===== config.mk =====
export PLATFORM = sky130hd
export DESIGN_NAME = sha1_byte_stream_hasher
export DESIGN_NICKNAME = d
export VERILOG_FILES = /design/src/rtl/sha1bsh_pkg.sv /design/src/rtl/sha1bsh_round.sv /design/src/rtl/sha1_byte_stream_hasher.sv
export VERILOG_INCLUDE_DIRS = /design/src /design/src/rtl
export SDC_FILE = /design/constraint.sdc
export NUM_CORES = 2
export LEC_CHECK = 0
export BUFFER_PORTS_ARGS = -buffer_cell sky130_fd_sc_hd__buf_4
export CAP_MARGIN = 20
export CORE_MARGIN = 3
export CORE_UTILIZATION = 55
export CTS_CLUSTER_SIZE = 10
export DETAILED_ROUTE_END_ITERATION = 8
export HOLD_SLACK_MARGIN = 0.06
export PLACE_DENSITY = 0.68
export SLEW_MARGIN = 20
export SYNTH_ARGS = -nofsm -noshare
export SYNTH_HDL_FRONTEND = slang
export SYNTH_HIERARCHICAL = 1
export SYNTH_SLANG_ARGS = --single-unit

===== constraint.sdc =====
create_clock -name clk -period 17.9 [get_ports clk]
set_input_delay 0.895 -clock clk [delete_from_list [all_inputs] [get_ports clk]]
set_output_delay 0.895 -clock clk [all_outputs]
set_load 0.01 [all_outputs]

===== src/rtl/sha1_byte_stream_hasher_assert.svh =====
// Assertion macros shared by the SHA-1 byte stream hasher RTL.
// Each macro expands to one labeled concurrent assertion clocked on the given clock.
`ifndef SHA1_BYTE_STREAM_HASHER_ASSERT_SVH
`define SHA1_BYTE_STREAM_HASHER_ASSERT_SVH

// The condition holds at every clock edge outside reset.
`define SBH_ASSERT_NOW(label, clk, rst_n, cond) \
	label: assert property (@(posedge clk) disable iff (!rst_n) (cond)) \
		else $error("sha1 hasher: invariant violated");

// The consequent holds in the same cycle as the antecedent.
`define SBH_ASSERT_IMPL(label, clk, rst_n, ante, cons) \
	label: assert property (@(posedge clk) disable iff (!rst_n) (ante) |-> (cons)) \
		else $error("sha1 hasher: same-cycle implication violated");

// The consequent holds in the cycle after the antecedent.
`define SBH_ASSERT_NEXT(label, clk, rst_n, ante, cons) \
	label: assert property (@(posedge clk) disable iff (!rst_n) (ante) |=> (cons)) \
		else $error("sha1 hasher: next-cycle implication violated");

`endif


===== src/rtl/sha1bsh_pkg.sv =====
// Types and constants of the SHA-1 byte stream hasher.
// Used by sha1bsh_round and sha1_byte_stream_hasher; depends on nothing else.
package sha1bsh_pkg;

	localparam int ROUND_W = 7;
	typedef logic [ROUND_W-1:0] round_t;

	localparam round_t ROUNDS      = 7'd80;
	localparam round_t ROUND_LAST  = 7'd79;
	localparam round_t ROUND_PH2   = 7'd20;
	localparam round_t ROUND_PH3   = 7'd40;
	localparam round_t ROUND_PH4   = 7'd60;

	localparam logic [31:0] K_PH1 = 32'h5A827999;
	localparam logic [31:0] K_PH2 = 32'h6ED9EBA1;
	localparam logic [31:0] K_PH3 = 32'h8F1BBCDC;
	localparam logic [31:0] K_PH4 = 32'hCA62C1D6;

	localparam logic [31:0] H_INIT [5] = '{
		32'h67452301, 32'hEFCDAB89, 32'h98BADCFE, 32'h10325476, 32'hC3D2E1F0
	};

	// Byte offset where the 64-bit length starts (448 bits), and the last byte (504 bits).
	localparam logic [5:0] LEN_OFFSET = 6'd56;
	localparam logic [5:0] BLOCK_LAST = 6'd63;

	localparam logic [7:0] PAD_MARK_BYTE = 8'h80;

	localparam logic [1:0] OP_ABSORB      = 2'd0;
	localparam logic [1:0] OP_ABSORB_FIN  = 2'd1;
	localparam logic [1:0] OP_FINISH      = 2'd2;
	localparam logic [1:0] OP_UNUSED      = 2'd3;

	localparam logic [2:0] WORD_LAST = 3'd4;

	typedef enum logic [2:0] {
		ST_IDLE,
		ST_ROUND,
		ST_ADD,
		ST_PAD,
		ST_OUT
	} state_t;

	typedef enum logic [1:0] {
		PAD_MARK,
		PAD_ZERO,
		PAD_LEN,
		PAD_DONE
	} pad_t;

	typedef struct packed {
		logic [31:0] a;
		logic [31:0] b;
		logic [31:0] c;
		logic [31:0] d;
		logic [31:0] e;
	} work_t;

endpackage


===== src/rtl/sha1bsh_round.sv =====
// One SHA-1 round and one message schedule step, purely combinational.
// Depends on sha1bsh_pkg for the working-variable struct and round constants.
module sha1bsh_round import sha1bsh_pkg::*; (
	input  work_t       cur,
	input  round_t      round,
	input  logic [31:0] w0,
	input  logic [31:0] w2,
	input  logic [31:0] w8,
	input  logic [31:0] w13,
	output work_t       nxt,
	output logic [31:0] sched
);

	logic [31:0] f;
	logic [31:0] k;
	logic [31:0] mix;

	always_comb begin
		if (round < ROUND_PH2) begin
			f = (cur.b & cur.c) | (~cur.b & cur.d);
			k = K_PH1;
		end else if (round < ROUND_PH3) begin
			f = cur.b ^ cur.c ^ cur.d;
			k = K_PH2;
		end else if (round < ROUND_PH4) begin
			f = (cur.b & cur.c) | (cur.b & cur.d) | (cur.c & cur.d);
			k = K_PH3;
		end else begin
			f = cur.b ^ cur.c ^ cur.d;
			k = K_PH4;
		end
	end

	always_comb begin
		nxt.a = {cur.a[26:0], cur.a[31:27]} + f + cur.e + k + w0;
		nxt.b = cur.a;
		nxt.c = {cur.b[1:0], cur.b[31:2]};
		nxt.d = cur.c;
		nxt.e = cur.d;
	end

	// The window holds w[t..t+15]; this produces w[t+16].
	assign mix   = w13 ^ w8 ^ w2 ^ w0;
	assign sched = {mix[30:0], mix[31]};

endmodule


===== src/rtl/sha1_byte_stream_hasher.sv =====
// SHA-1 byte stream hasher: absorbs one byte per word and emits a 160-bit digest as five words.
// A byte that fills a block starts a compression: 80 rounds, then the chaining add.
// A finish feeds 9 to 72 pad bytes at one per cycle, runs one or two compressions, then
// presents five digest words. The round unit, used once per cycle, sets the block rate.
// Reset (arst_n low, asynchronous) loads the initial chaining values and clears length and state.
// Depends on sha1bsh_pkg, sha1bsh_round and sha1_byte_stream_hasher_assert.svh.
`include "sha1_byte_stream_hasher_assert.svh"

module sha1_byte_stream_hasher import sha1bsh_pkg::*; (
	input  logic        clk,
	input  logic        arst_n,
	input  logic        s_axis_tvalid,
	output logic        s_axis_tready,
	input  logic [7:0]  s_axis_tdata,   // [7:0] data_byte
	input  logic [1:0]  s_axis_tuser,   // [1:0] opcode
	output logic        m_axis_tvalid,
	input  logic        m_axis_tready,
	output logic [31:0] m_axis_tdata,   // [31:0] digest_word
	output logic [2:0]  m_axis_tuser,   // [2:0] word_index
	output logic        m_axis_tlast    // last_word
);

	// Control state.
	state_t      state_q, state_nxt;
	pad_t        pad_kind_q;
	logic        finishing_q;
	logic [5:0]  byte_pos_q;
	logic [63:0] bit_len_q;
	round_t      round_q;
	logic [2:0]  out_idx_q;
	logic [31:0] chain_q [5];

	// Datapath registers; they need no reset since every value is written before use.
	work_t       work_q;
	logic [31:0] acc_q;
	logic [31:0] win_q [16];

	// Decoded controls.
	logic        in_fire;
	logic        out_fire;
	logic        byte_we;
	logic        absorb;
	logic [7:0]  byte_val;
	logic [5:0]  pos_nxt;
	logic        block_full;
	logic        round_en;
	logic        add_en;
	logic [31:0] packed_word;
	pad_t        pad_kind_nxt;

	work_t       round_nxt;
	logic [31:0] sched;

	sha1bsh_round u_round (
		.cur   (work_q),
		.round (round_q),
		.w0    (win_q[0]),
		.w2    (win_q[2]),
		.w8    (win_q[8]),
		.w13   (win_q[13]),
		.nxt   (round_nxt),
		.sched (sched)
	);

	// The handshake signals come straight from the state register: input is taken only
	// when idle, and a digest word is shown only while the output state is held.
	assign s_axis_tready = (state_q == ST_IDLE);
	assign m_axis_tvalid = (state_q == ST_OUT);
	assign m_axis_tdata  = chain_q[out_idx_q];
	assign m_axis_tuser  = out_idx_q;
	assign m_axis_tlast  = (out_idx_q == WORD_LAST);

	assign in_fire  = s_axis_tvalid && s_axis_tready;
	assign out_fire = m_axis_tvalid && m_axis_tready;

	// Control decode: which byte goes into the packer this cycle, and whether a round or the add runs.
	always_comb begin
		absorb   = 1'b0;
		byte_we  = 1'b0;
		byte_val = s_axis_tdata;
		round_en = 1'b0;
		add_en   = 1'b0;
		unique case (state_q)
			ST_IDLE: begin
				absorb  = in_fire &&
					(s_axis_tuser == OP_ABSORB || s_axis_tuser == OP_ABSORB_FIN);
				byte_we = absorb;
			end
			ST_PAD: begin
				byte_we = 1'b1;
				case (pad_kind_q)
					PAD_MARK: byte_val = PAD_MARK_BYTE;
					PAD_LEN:  byte_val = bit_len_q[{~byte_pos_q[2:0], 3'b000} +: 8];
					default:  byte_val = '0;
				endcase
			end
			ST_ROUND: round_en = 1'b1;
			ST_ADD:   add_en = 1'b1;
			ST_OUT: ;
			default: ;
		endcase
	end

	assign pos_nxt     = byte_pos_q + 6'd1;
	assign block_full  = byte_we && (byte_pos_q == BLOCK_LAST);
	assign packed_word = {acc_q[23:0], byte_val};

	// The padding walks from the marker byte through zeros to the eight length bytes.
	always_comb begin
		pad_kind_nxt = pad_kind_q;
		case (pad_kind_q) inside
			PAD_MARK, PAD_ZERO: begin
				if (pos_nxt == LEN_OFFSET) begin
					pad_kind_nxt = PAD_LEN;
				end else begin
					pad_kind_nxt = PAD_ZERO;
				end
			end
			PAD_LEN: begin
				if (pos_nxt == '0) begin
					pad_kind_nxt = PAD_DONE;
				end
			end
			default: ;
		endcase
	end

	// Next state.
	always_comb begin
		state_nxt = state_q;
		unique case (state_q)
			ST_IDLE: begin
				if (in_fire) begin
					if (block_full) begin
						state_nxt = ST_ROUND;
					end else if (s_axis_tuser == OP_ABSORB_FIN || s_axis_tuser == OP_FINISH) begin
						state_nxt = ST_PAD;
					end
				end
			end
			ST_PAD: begin
				if (block_full) begin
					state_nxt = ST_ROUND;
				end
			end
			ST_ROUND: begin
				if (round_q == ROUND_LAST) begin
					state_nxt = ST_ADD;
				end
			end
			ST_ADD: begin
				if (!finishing_q) begin
					state_nxt = ST_IDLE;
				end else if (pad_kind_q == PAD_DONE) begin
					state_nxt = ST_OUT;
				end else begin
					state_nxt = ST_PAD;
				end
			end
			ST_OUT: begin
				if (out_fire && m_axis_tlast) begin
					state_nxt = ST_IDLE;
				end
			end
			default: state_nxt = ST_IDLE;
		endcase
	end

	// Control registers.
	always_ff @(posedge clk or negedge arst_n) begin
		if (!arst_n) begin
			state_q     <= ST_IDLE;
			pad_kind_q  <= PAD_MARK;
			finishing_q <= 1'b0;
			byte_pos_q  <= '0;
			bit_len_q   <= '0;
			round_q     <= '0;
			out_idx_q   <= '0;
			for (int i = 0; i < 5; i++) begin
				chain_q[i] <= H_INIT[i];
			end
		end else begin
			state_q <= state_nxt;
			if (in_fire && (s_axis_tuser == OP_ABSORB_FIN || s_axis_tuser == OP_FINISH)) begin
				finishing_q <= 1'b1;
				pad_kind_q  <= PAD_MARK;
			end
			if (absorb) begin
				bit_len_q <= bit_len_q + 64'd8;
			end
			if (state_q == ST_PAD) begin
				pad_kind_q <= pad_kind_nxt;
			end
			if (byte_we) begin
				byte_pos_q <= pos_nxt;
			end
			if (block_full) begin
				round_q <= '0;
			end else if (round_en) begin
				round_q <= round_q + 7'd1;
			end
			if (add_en) begin
				chain_q[0] <= chain_q[0] + work_q.a;
				chain_q[1] <= chain_q[1] + work_q.b;
				chain_q[2] <= chain_q[2] + work_q.c;
				chain_q[3] <= chain_q[3] + work_q.d;
				chain_q[4] <= chain_q[4] + work_q.e;
			end
			if (out_fire) begin
				if (m_axis_tlast) begin
					// Digest delivered: start the next message from the initial values.
					out_idx_q   <= '0;
					finishing_q <= 1'b0;
					pad_kind_q  <= PAD_MARK;
					bit_len_q   <= '0;
					byte_pos_q  <= '0;
					for (int i = 0; i < 5; i++) begin
						chain_q[i] <= H_INIT[i];
					end
				end else begin
					out_idx_q <= out_idx_q + 3'd1;
				end
			end
		end
	end

	// Datapath registers. Bytes are packed big-endian into a word accumulator, and each
	// full word shifts into the sixteen-word window; during rounds the window shifts in
	// the schedule words, so its head is always the word for the current round.
	always_ff @(posedge clk) begin
		if (byte_we) begin
			acc_q <= packed_word;
		end
		if (byte_we && (byte_pos_q[1:0] == 2'd3)) begin
			for (int i = 0; i < 15; i++) begin
				win_q[i] <= win_q[i+1];
			end
			win_q[15] <= packed_word;
		end else if (round_en) begin
			for (int i = 0; i < 15; i++) begin
				win_q[i] <= win_q[i+1];
			end
			win_q[15] <= sched;
		end
		if (block_full) begin
			work_q.a <= chain_q[0];
			work_q.b <= chain_q[1];
			work_q.c <= chain_q[2];
			work_q.d <= chain_q[3];
			work_q.e <= chain_q[4];
		end else if (round_en) begin
			work_q <= round_nxt;
		end
	end

	// Input and output sides are never open in the same cycle.
	`SBH_ASSERT_NOW(a_sides_exclusive, clk, arst_n, !(s_axis_tready && m_axis_tvalid))

	// A digest is shown only once the final block, length included, has been compressed.
	`SBH_ASSERT_IMPL(a_out_after_pad, clk, arst_n, m_axis_tvalid,
		(byte_pos_q == '0) && (pad_kind_q == PAD_DONE))

	// The round counter stays inside the 80 rounds while compressing.
	`SBH_ASSERT_IMPL(a_round_range, clk, arst_n, state_q == ST_ROUND, round_q < ROUNDS)

	// The last round is always followed by the chaining add.
	`SBH_ASSERT_NEXT(a_round_to_add, clk, arst_n,
		(state_q == ST_ROUND) && (round_q == ROUND_LAST), state_q == ST_ADD)

	// Taking the last digest word reopens the input with a cleared length.
	`SBH_ASSERT_NEXT(a_restart, clk, arst_n, out_fire && m_axis_tlast,
		s_axis_tready && (bit_len_q == '0) && (out_idx_q == '0))

endmodule

* Word level (Yosys, flattened, before mapping) *
Memory sizes are Yosys's and may differ from the RTL's.
Cells that the tools add are included.

operators by class
  divide/modulo/power cells = 0
  shift operators = 1
  $lt $le $gt $ge = 4
  muxes and demuxes = 70
  reduce and logical (&&, ||, !) cells = 16
  multipliers = 0
  add/sub/neg operators = 13
  equality and inequality tests = 19
  bitwise operators = 31

operator list
  kind                     count
  $mux W160                5
  $mux W32                 23
  $add A32 B32 Y32         9
  $mux W64                 3
  $xor A32 B32 Y32         5
  $and A32 B32 Y32         4
  $bmux W32 S3             1
  $or A32 B32 Y32          3
  $add A64 B4 Y64 const B  1
  $shiftx A64 B7 Y8        1
  $not A32 Y32             1
  $mux W31                 1
  $mux W3                  9
  $mux W6                  3
  $mux W2                  8
  $or A1 B1 Y1             16
  $pmux W8 S2              1
  $pmux W3 S5              1
  $lt A7 B6 Y1 const B     2
  $mux W7                  2
  $eq A6 B6 Y1 const B     2
  $mux W1                  11
  $eq A2 B2 Y1 const B     4
  $mux W8                  1
  24 further kinds         37

storage, ports and cells
  register bits after elaboration = 430
  RAM bits = 512
  memories = 1
  latch bits = 0
  input port bits = 14
  output and inout port bits = 38
  memory bits (read-only) = 0
  word-level logic and storage cells = 173

memories
  memory  depth  bits a word  read ports  clocked after memory_dff  write ports  RTL line                       RTL
  win_q   16     32           16          0                         16           sha1_byte_stream_hasher.sv:36  logic [31:0] win_q [16];

* Longest topological paths before layout *
  depth in word-level cells = 12
  depth in mapped cells = 23

* By module *
The synthesis kept the hierarchy.

modules (own cells, without submodules)
  module                   sequential area each (um^2)  times used  cells each  area each (um^2)
  sha1_byte_stream_hasher  27081.0                      1           3626        43442.9
  sha1bsh_round            0.0                          1           877         7447.1

* Worst setup path after synthesis *
Ideal clock, no wire load.

  path kind = input to register
  start point = input port s_axis_tuser[0]
  end point = memory win_q[0][0], enable pin
  required time = 14246 ps
  data arrival time = 11014 ps
  slack = 3232 ps
  setup time = 3654 ps
  stages on the path = 7
  buffers on the path = 1
  cells stage by stage = inv_1 > ha_1 > o21ai_0 > o21ai_2 > nand2_1 > buf_2 > nand2_1

RTL lines
  item             RTL line                       RTL
  start, declared  sha1_byte_stream_hasher.sv:15  input logic [1:0] s_axis_tuser,
  end, declared    sha1_byte_stream_hasher.sv:36

==> run metrics <==
crit share post-route=33.0%; global routing's busiest layer=met1; syn avg cell area=11.3 µm²; first-pass GRT wire length=203000 µm; vias=34000; Clock Path Buffers=3; Setup Fix Bufs, Post-CTS=0; Post-Synthesis Cells=4503; Unique masters post-synth=104; EDFF count, synth=696; Yosys warning total=6; worst slew pin tran=1190 ps; Area contributors post-synth=edfxtp_1 (41%), dfrtp_1 (8.0%), nand2_1 (5.9%), fa_1 (4.9%), ha_1 (4.9%); vias in the first global route=32800; Crit Path Max Fanout=23; # DRC=0; CTS Buf Count=109; Crit. Startpoint=round_q[4]; number of vias per cell=6.02; drt first pass iters=6; Syn Nets=4841; Starting Density=56.0%; Routed wire per std cell=23.5 µm; total detailed-routing wirelength=133000 µm; Port Buf Inserts=51; R2R Setup Slk=11990 ps; Area Growth Syn to Fin=7.57%; Synth Cell Area=50900 µm²; predominant post-synthesis flop cell=edfxtp_1; GRT Total Usage=27.9%; clock sink count=939; #FFs+latches synth=939; M3 GR Usage=5.02%; register area share after synthesis=53.2%; Final ANT Viol Nets=0; f_max=169 MHz; Std-Cell Rows=110; Worst-path clk slew=60 ps; Final Hold Fails=0; DP HPWL=92600 µm; initial antenna violation count=1; largest net degree at the start of global routing=203; max-slew violations=0; sum of negative setup slack=0 ps; Layout Skew=33.1 ps; Crit. End Element=flop; Startpoint Class=flop; Inserted Diodes=0; hold buffer count at CTS=0; post-synth top area cell=edfxtp_1; Tmin final=5910 ps; CP Data Required Time=18340 ps; GRT met2 Usage=41.0%; critical path class=reg -> reg; GRT overflow=0; most common cell in the netlist=nand2_1; share of layout cells above drive strength 1=9.74%; clock tree from TritonCTS=done; CP arrival=6350 ps; nets=4743; Slew Limit Headroom=20.4%; setup violators final=0; die width=310 µm; H-tree depth=3; met1 GRT Util=41.5%; DIE AREA=96200 µm²; most frequent cells after synthesis=nand2_1 (796), edfxtp_1 (696), inv_1 (271); worst skew pair latency=710 ps; Core Region=90800 µm²; Max-Cap Viols=0; Detailed Route Iter0 Violations=3919; top-level I/O count=52; R2R Path Start=round_q[4]; cts repair resizes=0; share of the synthesized area in the top cell type=41.1%; chip height=310 µm; RD Place Congestion=0.945; post-synthesis async set-or-reset flop share=25.9%; outcome=complete, no violations; RSZ-0062 raised after global routing=no; clock root buffer master=clkbuf_16; Hold Crit Class=in -> async
metal layers:
metal / vias to the layer above / share of wire (%)
li1: 15600 / -
met3: 273 / 8.3
met5: - / 0
met2: 1420 / 43
met1: 16700 / 44
met4: 0 / 4.4
sequential cells by signal (all words and copies together) (netlist names):
signal        count
win_q           512
chain_q         160
work_q          160
bit_len_q        61
acc_q            24
round_q           7
byte_pos_q        6
m_axis_tuser      3
state_q           3
pad_kind_q        2
finishing_q       1
critical path, stage by stage, from the launching register on:
cell and delay [ps]:
dfrtp_1 460, o21ai_1 90, and2_1 280, inv_1 350
buf_4 440, nor2_1 110, a221oi_1 320, fa_1 450
inv_1 90, fa_1 430, ha_1 250, fa_1 500
a211oi_1 270, nor2_1 130, o31a_1 290, o21ai_2 290
a41oi_1 250, o21ai_1 240, mux2i_1 220, nand2_1 60
nand2_1 60, nand2_1 60
logic make-up after synthesis:
group	after synthesis	synth area share, %
simple gates	1392	12.0
flops	939	53.2
compound gates	847	10.8
buf+inv	568	5.22
fa+ha+maj	324	9.81
xor+xnor	303	5.21
mux	130	3.76
path summary, 6_finish.rpt:
kind | to | depth (start not counted)
hold / removal | chain_q[97] | 1
hold reg to reg | win_q[1][12] | 0
min in group clk | win_q[1][12] | 0
setup reg to reg | work_q[151] | 21
setup / recovery | work_q[151] | 21
max in group asynchronous | chain_q[29] | 3
metrics by stage:
step / utilization (%) / setup WS [ps] / hold slack, ps / std cells / area [µm²]
final: 60.3 / 11990 / 219 / 5654 / 54700
after global routing: 60.3 / 11680 / 261 / 5654 / 54700
after CTS: 60.3 / 12120 / 246 / 5654 / 54700
after detailed placement: 56.7 / 11900 / 405 / 5470 / 51500
after global placement: 56.7 / 12020 / 400 / 5470 / 51500
after floorplan: - / 3230 / 400 / 4503 / 50900
layout by cell type, fill, tap and decap left out, types with 15 or more instances in the layout:
cell type and count:
clkbuf_1 54, o21ai_1 15, o21a_1 30, a31oi_1 20
dfrtp_1 160, mux2_2 41, dfstp_2 80, nand2_1 791
fa_1 125, a211oi_1 38, a21oi_1 235, or3_1 17
buf_4 80, o211ai_1 49, ha_1 199, nor2_1 253
mux4_2 45, xnor2_1 168, nand3_1 97, clkbuf_16 109
xor2_1 135, nand4_1 30, and2_1 21, a221o_1 18
o31ai_1 17, and4_1 15, inv_1 271, and3_1 25
a21o_1 100, nand2b_1 18, nor3_1 39, o21ai_0 184
mux2i_1 44, o21bai_1 28, edfxtp_1 696
layout make-up:
| cell class | instances | area [µm²] |
|---|---|---|
| Timing Repair Buffer | 84 | 676 |
| Sequential cell | 939 | 27100 |
| Clock buffer | 166 | 2970 |
| Tap cell | 1176 | 1470 |
| Fill cell | 7299 | 36100 |
| Inverter | 275 | 1030 |
| Multi-Input combinational cell | 2996 | 21200 |
| Clock inverter | 18 | 295 |
Power is not shown: default switching activity piles up to over one toggle a cycle in this logic, so the estimate is an artifact.
